## config.mk

```make
export PLATFORM = sky130hd
export DESIGN_NAME = prescaled_timer_match_channels
export DESIGN_NICKNAME = d
export VERILOG_FILES = /design/src/design/ptm_pkg.sv /design/src/design/ptm_in_stage.sv /design/src/design/ptm_core.sv /design/src/design/ptm_out_stage.sv /design/src/design/prescaled_timer_match_channels.sv
export SDC_FILE = /design/constraint.sdc
export NUM_CORES = 1
export LEC_CHECK = 0
export BUFFER_PORTS_ARGS = -buffer_cell sky130_fd_sc_hd__buf_2
export CAP_MARGIN = 20
export CORE_ASPECT_RATIO = 0.8
export CORE_MARGIN = 2
export CORE_UTILIZATION = 35
export CTS_BUF_LIST = sky130_fd_sc_hd__clkbuf_8
export DETAILED_ROUTE_END_ITERATION = 12
export GPL_ROUTABILITY_DRIVEN = 0
export GPL_TIMING_DRIVEN = 0
export PLACE_DENSITY_LB_ADDON = 0.2
export SETUP_SLACK_MARGIN = 0.3
export SYNTH_ARGS = -nofsm -noshare
export SYNTH_HDL_FRONTEND = slang
export SYNTH_SLANG_ARGS = --single-unit
```

## constraint.sdc

```tcl
create_clock -name clk -period 5.5 [get_ports clk]
set_clock_uncertainty 0.1 [all_clocks]
set_input_delay 0.825 -clock clk [delete_from_list [all_inputs] [get_ports clk]]
set_output_delay 0.825 -clock clk [all_outputs]
set_load 0.05 [all_outputs]
```

## src/design/ptm_pkg.sv

```systemverilog
// Shared types and constants for the prescaled timer with match channels.
`timescale 1ns / 1ps

package ptm_pkg;

  localparam int DATA_W = 32;
  localparam int FLAG_W = 4;
  localparam int NUM_CHANNELS_DEF = 4;
  localparam int COUNT_WIDTH_DEF = 32;

  // request kinds
  localparam logic [1:0] KIND_TICK  = 2'd0;
  localparam logic [1:0] KIND_READ  = 2'd1;
  localparam logic [1:0] KIND_WRITE = 2'd2;

  // register map
  localparam logic [2:0] REG_RUN    = 3'd0;
  localparam logic [2:0] REG_COUNT  = 3'd1;
  localparam logic [2:0] REG_MATCH0 = 3'd2;
  localparam logic [2:0] REG_MCR    = 3'd6;
  localparam logic [2:0] REG_FLAGS  = 3'd7;

  typedef struct packed {
    logic [1:0]        kind;
    logic [2:0]        reg_index;
    logic [DATA_W-1:0] write_data;
  } item_t;

  typedef struct packed {
    logic [DATA_W-1:0] read_data;
    logic [FLAG_W-1:0] match_flags;
    logic              irq;
  } result_t;

  // handshake between the pipeline stages
  typedef struct packed {
    logic out_ready;
    logic fire;
  } pipe_ctl_t;

endpackage

```

## src/design/ptm_in_stage.sv

```systemverilog
// Input register stage: captures one request and holds it until it is processed.
`timescale 1ns / 1ps

module ptm_in_stage (
  input  logic              clk,
  input  logic              rst_n,
  input  logic              in_valid,
  output logic              in_stall,
  input  ptm_pkg::item_t    in_item,
  input  ptm_pkg::pipe_ctl_t ctl,
  output logic              item_valid,
  output ptm_pkg::item_t    item
);
  import ptm_pkg::*;

  logic  item_valid_r, item_valid_nxt;
  item_t item_r;

  // full stage that cannot drain this cycle holds the sender
  assign in_stall = item_valid_r & ~ctl.out_ready;

  always_comb begin
    item_valid_nxt = item_valid_r;
    if (!in_stall) begin
      item_valid_nxt = in_valid;
    end
  end

  always_ff @(posedge clk) begin
    if (!rst_n) begin
      item_valid_r <= 1'b0;
    end else begin
      item_valid_r <= item_valid_nxt;
    end
  end

  always_ff @(posedge clk) begin
    if (in_valid && !in_stall) begin
      item_r <= in_item;
    end
  end

  assign item_valid = item_valid_r;
  assign item       = item_r;

endmodule

```

## src/design/ptm_core.sv

```systemverilog
// Timer state, register file and the single-pass update for one request.
`timescale 1ns / 1ps

module ptm_core #(
  parameter int NUM_CHANNELS = ptm_pkg::NUM_CHANNELS_DEF,
  parameter int COUNT_WIDTH  = ptm_pkg::COUNT_WIDTH_DEF
) (
  input  logic                       clk,
  input  logic                       rst_n,
  input  logic                       cfg_we,
  input  logic [ptm_pkg::DATA_W-1:0] cfg_data,
  input  ptm_pkg::pipe_ctl_t         ctl,
  input  ptm_pkg::item_t             item,
  output ptm_pkg::result_t           result
);
  import ptm_pkg::*;

  localparam int MCR_W = 3 * NUM_CHANNELS;

  logic [DATA_W-1:0]      prescale_r;
  logic                   run_r, run_nxt;
  logic [DATA_W-1:0]      pcount_r, pcount_nxt;
  logic [COUNT_WIDTH-1:0] count_r, count_nxt;
  logic [COUNT_WIDTH-1:0] match_r   [NUM_CHANNELS];
  logic [COUNT_WIDTH-1:0] match_nxt [NUM_CHANNELS];
  logic [MCR_W-1:0]       mcr_r, mcr_nxt;
  logic [NUM_CHANNELS-1:0] flags_r, flags_nxt;
  logic [DATA_W-1:0]      rd;

  always_comb begin
    run_nxt    = run_r;
    pcount_nxt = pcount_r;
    count_nxt  = count_r;
    mcr_nxt    = mcr_r;
    flags_nxt  = flags_r;
    rd         = '0;
    for (int i = 0; i < NUM_CHANNELS; i++) begin
      match_nxt[i] = match_r[i];
    end

    case (item.kind)
      KIND_TICK: begin
        if (run_r) begin
          // also reloads when prescale was lowered below the counter
          if (pcount_r >= prescale_r) begin
            pcount_nxt = '0;
            count_nxt  = count_r + 1'b1;
            for (int i = 0; i < NUM_CHANNELS; i++) begin
              if (mcr_r[3*i] && (match_r[i] == count_nxt)) begin
                flags_nxt[i] = 1'b1;
              end
            end
          end else begin
            pcount_nxt = pcount_r + 1'b1;
          end
        end
      end
      KIND_READ: begin
        case (item.reg_index)
          REG_RUN:   rd = DATA_W'(run_r);
          REG_COUNT: rd = DATA_W'(count_r);
          REG_MCR:   rd = DATA_W'(mcr_r);
          REG_FLAGS: rd = DATA_W'(flags_r);
          default: begin
            for (int i = 0; i < NUM_CHANNELS; i++) begin
              if (item.reg_index == 3'(REG_MATCH0 + i)) begin
                rd = DATA_W'(match_r[i]);
              end
            end
          end
        endcase
      end
      KIND_WRITE: begin
        case (item.reg_index)
          REG_RUN:   run_nxt   = item.write_data[0];
          REG_COUNT: count_nxt = item.write_data[COUNT_WIDTH-1:0];
          REG_MCR:   mcr_nxt   = item.write_data[MCR_W-1:0];
          REG_FLAGS: flags_nxt = flags_r & ~item.write_data[NUM_CHANNELS-1:0];
          default: begin
            for (int i = 0; i < NUM_CHANNELS; i++) begin
              if (item.reg_index == 3'(REG_MATCH0 + i)) begin
                match_nxt[i] = item.write_data[COUNT_WIDTH-1:0];
              end
            end
          end
        endcase
      end
      default: begin
      end
    endcase
  end

  assign result.read_data   = rd;
  assign result.match_flags = FLAG_W'(flags_nxt);
  assign result.irq         = |flags_nxt;

  always_ff @(posedge clk) begin
    if (!rst_n) begin
      prescale_r <= '0;
      run_r      <= 1'b0;
      pcount_r   <= '0;
      count_r    <= '0;
      mcr_r      <= '0;
      flags_r    <= '0;
      for (int i = 0; i < NUM_CHANNELS; i++) begin
        match_r[i] <= '0;
      end
    end else begin
      if (cfg_we) begin
        prescale_r <= cfg_data;
      end
      if (ctl.fire) begin
        run_r    <= run_nxt;
        pcount_r <= pcount_nxt;
        count_r  <= count_nxt;
        mcr_r    <= mcr_nxt;
        flags_r  <= flags_nxt;
        for (int i = 0; i < NUM_CHANNELS; i++) begin
          match_r[i] <= match_nxt[i];
        end
      end
    end
  end

endmodule

```

## src/design/ptm_out_stage.sv

```systemverilog
// Result register: holds one result until the receiver takes it.
`timescale 1ns / 1ps

module ptm_out_stage (
  input  logic               clk,
  input  logic               rst_n,
  input  ptm_pkg::pipe_ctl_t ctl,
  input  ptm_pkg::result_t   result,
  output logic               out_ready,
  output logic               out_valid,
  input  logic               out_stall,
  output ptm_pkg::result_t   out_result
);
  import ptm_pkg::*;

  logic    out_valid_r, out_valid_nxt;
  result_t result_r;

  assign out_ready = ~out_valid_r | ~out_stall;

  always_comb begin
    out_valid_nxt = out_valid_r;
    if (out_ready) begin
      out_valid_nxt = ctl.fire;
    end
  end

  always_ff @(posedge clk) begin
    if (!rst_n) begin
      out_valid_r <= 1'b0;
    end else begin
      out_valid_r <= out_valid_nxt;
    end
  end

  always_ff @(posedge clk) begin
    if (ctl.fire) begin
      result_r <= result;
    end
  end

  assign out_valid  = out_valid_r;
  assign out_result = result_r;

endmodule

```

## src/design/prescaled_timer_match_channels.sv

```systemverilog
// Path: a request enters the input register, then the result register when it fires.
// Throughput: one request per cycle while out_stall is low; the input register and the result register
//   each take a new request whenever the stage ahead drains in the same cycle.
// A stalled result holds the result register and, once the input register is full,
//   the input side. Synchronous active-low reset clears the timer state, the
//   prescale register and both stage valids; the prescale write port is always ready.
`timescale 1ns / 1ps

module prescaled_timer_match_channels #(
  parameter int NUM_CHANNELS = ptm_pkg::NUM_CHANNELS_DEF,
  parameter int COUNT_WIDTH  = ptm_pkg::COUNT_WIDTH_DEF
) (
  input  logic                       clk,
  input  logic                       rst_n,
  input  logic                       in_valid,
  output logic                       in_stall,
  input  logic [1:0]                 in_kind,
  input  logic [2:0]                 in_reg_index,
  input  logic [ptm_pkg::DATA_W-1:0] in_write_data,
  output logic                       out_valid,
  input  logic                       out_stall,
  output logic [ptm_pkg::DATA_W-1:0] out_read_data,
  output logic [ptm_pkg::FLAG_W-1:0] out_match_flags,
  output logic                       out_irq,
  input  logic                       cfg_valid,
  output logic                       cfg_ready,
  input  logic [ptm_pkg::DATA_W-1:0] cfg_data
);
  import ptm_pkg::*;

  item_t     in_item;
  item_t     item;
  logic      item_valid;
  logic      out_ready;
  pipe_ctl_t ctl;
  result_t   result;
  result_t   out_result;

  assign in_item.kind       = in_kind;
  assign in_item.reg_index  = in_reg_index;
  assign in_item.write_data = in_write_data;

  assign ctl.out_ready = out_ready;
  assign ctl.fire      = item_valid & out_ready;

  assign cfg_ready = 1'b1;

  ptm_in_stage u_in (
    .clk        (clk),
    .rst_n      (rst_n),
    .in_valid   (in_valid),
    .in_stall   (in_stall),
    .in_item    (in_item),
    .ctl        (ctl),
    .item_valid (item_valid),
    .item       (item)
  );

  ptm_core #(
    .NUM_CHANNELS (NUM_CHANNELS),
    .COUNT_WIDTH  (COUNT_WIDTH)
  ) u_core (
    .clk      (clk),
    .rst_n    (rst_n),
    .cfg_we   (cfg_valid & cfg_ready),
    .cfg_data (cfg_data),
    .ctl      (ctl),
    .item     (item),
    .result   (result)
  );

  ptm_out_stage u_out (
    .clk        (clk),
    .rst_n      (rst_n),
    .ctl        (ctl),
    .result     (result),
    .out_ready  (out_ready),
    .out_valid  (out_valid),
    .out_stall  (out_stall),
    .out_result (out_result)
  );

  assign out_read_data   = out_result.read_data;
  assign out_match_flags = out_result.match_flags;
  assign out_irq         = out_result.irq;

  // a processed request always lands in the result register
  a_fire_to_out: assert property (@(posedge clk) disable iff (!rst_n)
    ctl.fire |=> out_valid)
    else $error("processed request did not reach the result register");

  // input side is only held back by a full input register
  a_stall_needs_item: assert property (@(posedge clk) disable iff (!rst_n)
    in_stall |-> item_valid)
    else $error("input stalled with an empty input register");

  // irq tracks the pending flags in every result
  a_irq_flags: assert property (@(posedge clk) disable iff (!rst_n)
    out_valid |-> (out_irq == (out_match_flags != '0)))
    else $error("irq does not match pending flags");

  // flags of absent channels never show
  a_absent_flags: assert property (@(posedge clk) disable iff (!rst_n)
    out_valid |-> ((out_match_flags >> NUM_CHANNELS) == '0))
    else $error("flag set for an absent channel");

  a_reset_clears: assert property (@(posedge clk)
    !rst_n |=> (!out_valid && !item_valid))
    else $error("stage valid set after reset");

endmodule
```

# Yosys cells after proc, flatten, opt, wreduce, memory -nomap -nowiden
# Memories as Yosys holds them, arrays and structs flattened.
# Cells that the tools add are included.
[totals] regBits=189 mem_bits_rw=128 input_bits=74 mem_count=1
[op_classes] addsub=2 order_cmp=1 eq_ne=16 mux=32 n_bitwise=12 reduce_logical=15
[memory_table] name="u_core.match_r" words=4 word_bits=32 read_ports=4 rd_clocked_by_memory_dff=0 write_ports=4 line_no="ptm_core.sv:24" text="logic [COUNT_WIDTH-1:0] match_r [NUM_CHANNELS];"
[ops] operator="32-bit two-way mux" count=16
[ops] operator="128-bit two-way mux" count=2
[ops] operator="32-bit == test" count=4
[ops] operator="32-bit one-hot mux with 4 select lines" count=1
[ops] operator="32-bit by 1-bit adder with 32-bit output, second input constant" count=2
[ops] operator="32-bit one-hot mux with 2 select lines" count=1
[ops] operator="32-bit greater-or-equal comparator" count=1
[ops] operator="3-bit == test, second input constant" count=4
[ops] operator="4-bit two-way mux" count=3
[ops] operator="3-bit AND reduction" count=3
[ops] operator="1-bit two-way mux" count=8
[ops] operator="4-bit one-hot mux with 2 select lines" count=1
[ops] operator="4-bit OR reduction" count=2
[ops] operator="3-bit by 2-bit == test with 1-bit output, second input constant" count=2
[ops] operator="2-bit by 1-bit inequality test with 1-bit output, second input constant" count=3
[ops] operator="1-bit logical AND" count=5
[ops] operator="1-bit bitwise OR" count=5
[ops] operator="5-bit AND reduction" count=1
[ops] operator="4-bit AND" count=1
[ops] operator="4-bit NOT" count=1
[ops] operator="3-bit by 1-bit == test with 1-bit output, second input constant" count=1
[ops] operator="3-bit logical NOT" count=1
[ops] operator="1-bit NOT" count=3
[ops] operator="1-bit AND" count=2
[ops] operator="other kinds (5)" count=5

# Logic depth before layout (Yosys ltp)
# Gate-level depths: netlist (run 1).
[depth] word_depth=8 depth_mapped=14 mapped_depth_nobuf=11

# Hierarchy
# A second synthesis (run 1) with hierarchy kept.
[unflattened] cells_unflattened=1870 area_unflattened_um2=18178.7
[modules_own_cells] mod="ptm_core" n_inst=1 cells_per_inst=1785 area_each_um2=15856.5
[modules_own_cells] mod="ptm_in_stage" n_inst=1 cells_per_inst=41 area_each_um2=1158.6
[modules_own_cells] mod="ptm_out_stage" n_inst=1 cells_per_inst=41 area_each_um2=1146.1
[modules_own_cells] mod="prescaled_timer_match_channels" n_inst=1 cells_per_inst=3 area_each_um2=17.5

# Least setup slack after synthesis (run 1)
# Ideal clock, no wire load.
[synth_path] kind="input-to-reg" start="input out_stall" end="memory u_core.match_r[0][100] (netlist name) (enable)" setup_time_ns=0.466 arrival_ns=4.067 t_required_ns=4.934 setup_slack_ns=0.868 stages=7 n_path_buf=2 path_cell_list="nand2_1 > nand2_1 > inv_1 > clkbuf_1 > clkbuf_1 > nand3_1 > o21ai_0"
[synth_lines] item="start, declared" line_no="prescaled_timer_match_channels.sv:21" text="input logic out_stall,"
[synth_lines] item="end, declared" line_no="ptm_core.sv:24"

==> results of run 1 <==
-- registers in the layout, indices dropped and copies added, names as in the netlist, 4 cells and up --
register	flops
u_core.count_r	32
u_core.flags_r	4
u_core.match_r	128
u_core.mcr_r	12
u_core.pcount_r	32
u_core.prescale_r	32
u_in.item	37
u_out.out_result	37
-- layout make-up --
type	instances	area, µm²	share of cell area [%]
tap	684	855.8	4.103
clock inverter	45	324.1	1.554
inverter	64	240.2	1.152
multi-input combinational	1278	9049	43.38
clock buffer	59	812.0	3.893
timing repair buffer	117	668.1	3.203
sequential	317	8368	40.12
buffer	129	543.0	2.603
-- path summary, 6_finish.rpt --
path,from,end,slack [ns],depth (start not counted)
worst max register to register,u_core.count_r[0],u_out.out_result[0],0.58,13
worst min-delay path,in_write_data[12],u_in.item[12],0.21,1
worst min register to register,u_core.mcr_r[7],u_core.mcr_r[7],0.40,2
worst max-delay path,u_core.count_r[0],u_out.out_result[0],0.58,13
-- logic make-up (layout without fill, tap and decap cells) --
| family | after synthesis | after routing | share of synthesized area (%) |
|---|---|---|---|
| AO/OA/AOI/OAI | 333 | 333 | 12.41 |
| XOR/XNOR | 156 | 156 | 9.392 |
| adder cells (fa/ha/maj) | 34 | 34 | 2.345 |
| buffers and inverters | 193 | 414 | 4.296 |
| flip-flops | 317 | 317 | 46.12 |
| multiplexers | 111 | 111 | 6.379 |
| other | 1 | 1 | 0.02067 |
| AND/OR/NAND/NOR | 643 | 643 | 19.04 |
-- routing by layer --
metal | share of wire [%] | track usage [%] | vias up
met5 | 0.019 | 0 | -
met4 | 3.2 | 8.212 | 2
met3 | 12 | 7.729 | 150
met2 | 39 | 34.21 | 964
met1 | 45 | 37.15 | 7559
li1 | - | - | 6981
-- worst register-to-register path, stage by stage, from the launching register on --
cell and delay [ns]:
dfxtp_1 0.52, ha_1 0.21, clkbuf_1 0.36, and2_1 0.32, nand4_2 0.24, buf_4 0.27
buf_2 0.21, nor4_1 0.67, nor2_1 0.19, xnor2_1 0.29, nor2_1 0.09, and4_1 0.22
a31oi_1 0.48, or4b_1 0.50
-- power groups by stage --
stage          logic (W)  clock network [W]  registers (W)
2_1_floorplan   0.000294                  0        0.00278
3_3_place_gp    0.000539                  0        0.00278
3_5_place_dp    0.000559                  0        0.00277
4_1_cts         0.000561            0.00233        0.00273
5_1_grt         0.000603            0.00243        0.00274
6_report        0.000571            0.00228        0.00273
-- synth_stat cells, types with 7 or more instances --
cell,count,area (µm²)
o2111ai_1,15,131.4
or3_1,14,87.58
a2111oi_0,7,61.31
buf_1,11,41.29
a211oi_1,14,105.1
mux2_2,37,416.7
nand3_1,49,245.2
or4_1,10,75.07
nand4_1,36,225.2
buf_4,8,60.06
edfxtp_1,202,6066
inv_1,64,240.2
buf_2,19,95.09
nor2_1,166,623.1
nor2b_1,50,312.8
dfxtp_1,115,2302
and4_1,12,105.1
clkbuf_1,90,337.8
o22a_1,20,175.2
a21oi_1,73,365.4
mux2i_1,74,740.7
o22ai_1,15,93.84
o31ai_1,8,60.06
xnor3_1,24,540.5
nor4_1,30,187.7
ha_1,34,425.4
xor2_1,40,350.3
o21ai_0,71,355.3
xnor2_1,91,797.0
and3_1,91,569.3
nand2b_1,15,93.84
a22oi_1,36,270.3
nand2_1,88,330.3
and2_1,10,62.56
nor3_1,38,190.2
-- metrics by stage --
stage	util (%)	instances	setup TNS [ns]	hold slack [ns]	worst slack (ns)
final	40.81	2693	0	0.2057	0.5776
after global routing	40.81	2693	0	0.1779	0.5793
after CTS	40.80	2692	0	0.1529	0.8873
after detailed placement	38.58	2588	0	0.3876	0.9127
after global placement	38.26	2583	-260.09	0.3792	-2.513
after floorplan	-	1788	0	0.3596	0.8679
==> results.py, run 1 <==
metrics = {
    "outcome": {
        "status": "completed",
    },
    "routing": {
        "postRouteAntennaNets": 0,
        "drt_first_pass_iters": 6,
        "via_per_inst": 5.814,
        "drtIter0Drc": 2103,
        "avgRoutedWirePerCell_um": 25.44,
        "num_vias": 15660,
        "drc": 0,
        "finalWirelength_mm": 68.51,
    },
    "clocking": {
        "cts_tree": "built",
        "clkTransAtPathRegs_ns": 0.07,
        "numCtsBuffers": 56,
        "clockBufferDepth": 3,
        "clock_tree.root_cell": "clkbuf_8",
        "postCtsSetupBuffers": 0,
        "htree_levels": 2,
        "insertion_delay_ns": 0.69,
        "clock-sinks": 317,
        "ctsHoldBuffers": 0,
        "cts_resized": 0,
    },
    "synthesis": {
        "syn_area_um2": 18140,
        "async_reset_ff_share_pct": 0,
        "ys_seq_area_share_pct": 46.12,
        "synth_edf_count": 202,
        "ys_ff_latch": 317,
        "synthCells": 1788,
        "ys_dominant_reg_cell": "edfxtp_1",
        "synth_warnings": 0,
        "avgSynthCellArea_um2": 10.15,
        "yosys.cell_types.count": 82,
        "syn_nets": 1896,
    },
    "floorplan": {
        "initial_core_util_pct": 35.50,
        "dieArea_um2": 53690,
        "die_w_um": 258.6,
        "coreArea_um2": 51110,
        "die_y_um": 207.6,
        "rows": 74,
        "ioPinCount": 114,
    },
    "global_routing": {
        "antenna_found_initial": 2,
        "grt_pass1_wl_mm": 100.4,
        "first_global_vias": 15010,
        "track_usage_pct": 25.08,
        "gr-total-overflow": 0,
        "grt_max_degree": 47,
    },
    "timing": {
        "setup_viol": 0,
        "finalCritPeriodShare_pct": 89.50,
        "relSlewSlack_pct": 21.92,
        "worst_pin_slew_ns": 1.171,
        "rsz0062_at_grt": "false",
        "min_period_ns": 4.922,
        "fmax_mhz": 203.2,
        "finalHoldViolCount": 0,
        "drv_slew": 0,
    },
    "setup_path": {
        "cp_num_buf_inv": 3,
        "cpMostUsedCell": "nor2_1",
        "path_class": "register to register",
        "cp_top_family": "simple AND/OR/NAND/NOR gates",
        "endpoint_kind": "register",
        "path_cells": "ha_1, clkbuf_1, and2_1, nand4_2, buf_4, buf_2, nor4_1, nor2_1, xnor2_1, nor2_1, and4_1, a31oi_1, or4b_1",
        "crit_required_ns": 5.83,
        "start_kind": "register",
        "crit_slowest_cell": "nor4_1",
        "critical_path_arrival_ns": 5.25,
        "slowest_delay_ns": 0.67,
        "crit_fanout": 10,
    },
    "worst_hold_path": {
        "hp-class": "primary input to register",
    },
    "power": {
        "irDropWorstVdd_mv": 0.1465,
        "p_leak_nw": 7.775,
        "p_comb_share_pct": 10.2,
        "power_w": 0.005581,
        "clkPwrFrac_pct": 40.9,
        "p_per_area_nw_per_um2": 267.6,
        "pwr-share-seq_pct": 48.9,
        "p_int_w": 0.004022,
        "p_sw_share_pct": 27.93,
        "p_sw_w": 0.001559,
    },
    "layout": {
        "antennaDiodeCount": 0,
        "mostFrequentLayoutCells": "edfxtp_1, nor2_1, buf_2",
        "post-route-cell-area_um2": 20860,
        "syn_to_final_growth_pct": 14.97,
        "final_common_cell": "edfxtp_1",
        "layout.nets": 2071,
        "drive_above_1_share_pct": 14.39,
        "n_fill_cell": 5070,
    },
    "placed_design": {
        "dp_hpwl_mm": 51.44,
        "placed_area_um2": 19720,
        "io_buffers": 111,
    },
    "flow_run": {
        "cap_violations": 0,
    },
}
Note: power is estimated with default switching activity, not from simulation.
==> inputs of run 2 (changes only) <==
--- a/config.mk
+++ b/config.mk
@@ -10,7 +10,7 @@
 export CORE_ASPECT_RATIO = 0.8
 export CORE_MARGIN = 2
 export CORE_UTILIZATION = 35
-export CTS_BUF_LIST = sky130_fd_sc_hd__clkbuf_8
+export CTS_BUF_LIST = sky130_fd_sc_hd__clkbuf_8 sky130_fd_sc_hd__clkbuf_16
 export DETAILED_ROUTE_END_ITERATION = 12
 export GPL_ROUTABILITY_DRIVEN = 0
 export GPL_TIMING_DRIVEN = 0
==> run 2 against run 1 <==
Worst setup slack gained 0.030 ns. Critical path depth is the same. Clock power increased by 22%. Global-route usage is 0.13 points lower. Final area is 1.0% higher. Critical endpoint unchanged. Largest power group is now the clock network.
==> results.py, run 2 (synthesis results as in run 1) <==
metrics = {
    "outcome": {
        "status": "completed",
    },
    "layout": {
        "drive_above_1_share_pct": 13.64,
        "post-route-cell-area_um2": 21080,
        "largest_reg_flops": 128,
        "multi_input_area_um2": 9049,
        "top_register": "u_core.match_r",
        "mostFrequentLayoutCells": "edfxtp_1, nor2_1, buf_2",
        "n_fill_cell": 5000,
        "seqCellArea_um2": 8368,
        "layout.nets": 2051,
        "final_common_cell": "edfxtp_1",
        "syn_to_final_growth_pct": 16.16,
    },
    "power": {
        "p_per_area_nw_per_um2": 288.6,
        "p_leak_nw": 7.814,
        "irDropWorstVdd_mv": 0.2059,
        "power_w": 0.006082,
    },
    "routing": {
        "finalWirelength_mm": 68.13,
        "avgRoutedWirePerCell_um": 25.64,
        "postRouteAntennaNets": 0,
        "drc": 0,
        "drtIter0Drc": 2086,
        "via_per_inst": 5.866,
        "num_vias": 15590,
        "drt_first_pass_iters": 5,
    },
    "setup_path": {
        "path_class": "register to register",
        "endpoint_kind": "register",
        "critical_path_arrival_ns": 5.10,
        "crit_fanout": 10,
        "r2r_cells": 13,
        "start_kind": "register",
        "crit_required_ns": 5.71,
    },
    "clocking": {
        "ctsHoldBuffers": 0,
        "insertion_delay_ns": 0.58,
        "clockBufferDepth": 3,
        "clock-sinks": 317,
        "cts_resized": 0,
        "clock_tree.root_cell": "clkbuf_16",
        "numCtsBuffers": 37,
        "cts_tree": "built",
        "htree_levels": 2,
        "clkTransAtPathRegs_ns": 0.06,
        "postCtsSetupBuffers": 0,
    },
    "flow_run": {
        "cap_violations": 0,
    },
    "timing": {
        "finalHoldViolCount": 0,
        "setup_viol": 0,
        "finalSetupTns_ns": 0,
        "rsz0062_at_grt": "false",
        "finalCritPeriodShare_pct": 88.96,
        "drv_slew": 0,
        "worst_pin_slew_ns": 1.260,
        "fmax_mhz": 204.4,
        "min_period_ns": 4.893,
        "relSlewSlack_pct": 15.37,
    },
    "floorplan": {
        "die_y_um": 207.6,
        "rows": 74,
        "ioPinCount": 114,
        "coreArea_um2": 51110,
        "dieArea_um2": 53690,
        "die_w_um": 258.6,
        "initial_core_util_pct": 35.50,
    },
    "worst_hold_path": {
        "hp-class": "primary input to register",
        "holdPathStages": 1,
    },
    "global_routing": {
        "grt_max_degree": 47,
        "grt_pass1_wl_mm": 100.0,
        "antenna_found_initial": 2,
        "gr-total-overflow": 0,
        "first_global_vias": 14820,
        "track_usage_pct": 24.95,
    },
    "placed_design": {
        "placed_area_um2": 19720,
        "dp_hpwl_mm": 51.44,
        "io_buffers": 111,
    },
}
-- run 2: cell count changes in the layout (fill, tap and decap cells not counted), sizes merged --
cell and change:
clkbuf -22, clkinv -17, bufinv +5, inv -5
clkinvlp +2, diode +1
-- run 2: area by class of cell --
| class | count | area share [%] |
|---|---|---|
| diodes | 1 | 0.01187 |
| plain buffers | 129 | 2.576 |
| clock buffers | 38 | 4.512 |
| clock inverters | 30 | 1.917 |
| inverters | 64 | 1.140 |
| multi-input cells | 1278 | 42.93 |
| flip-flops and latches | 317 | 39.70 |
| well taps | 684 | 4.061 |
| repair buffers | 116 | 3.146 |
-- run 2: per-stage QoR --
step	hold WS, ns	cells	worst slack, ns	utilization [%]
floorplan	0.3596	1788	0.8679	-
CTS	0.2972	2656	0.8814	41.23
global route	0.3097	2656	0.5647	41.23
global placement	0.3792	2583	-2.513	38.26
finish	0.3223	2657	0.6072	41.24
detailed placement	0.3876	2588	0.9127	38.58
-- run 2: final timing paths --
kind              slack, ns                  end              start
setup reg to reg       0.61  u_out.out_result[0]  u_core.count_r[0]
hold reg to reg        0.40      u_core.mcr_r[5]    u_core.mcr_r[5]
hold / removal         0.32        u_in.item[25]  in_write_data[25]
setup / recovery       0.61  u_out.out_result[0]  u_core.count_r[0]
-- run 2: critical path, cell delays in order, from the launching register on --
cell	delay [ns]
dfxtp_1	0.51
ha_1	0.20
clkbuf_1	0.36
and2_1	0.31
nand4_2	0.24
buf_4	0.27
buf_2	0.21
nor4_1	0.65
nor2_1	0.19
xnor2_1	0.30
nor2_1	0.09
and4_1	0.21
a31oi_1	0.48
or4b_1	0.50
-- run 2: power breakdown --
part	internal (W)	switching (W)
Combinational	0.000195	0.000373
Clock	0.00169	0.00109
Sequential	0.00263	0.0000958
-- run 2: per-layer routing --
layer	track usage [%]	wire, µm	share of wire [%]	vias to the layer above
li1	-	-	-	6916
met1	36.99	30710	45	7568
met2	34.45	27130	40	961
met3	7.338	8232	12	138
met4	7.754	2039	3.0	2
met5	0	13	0.019	-
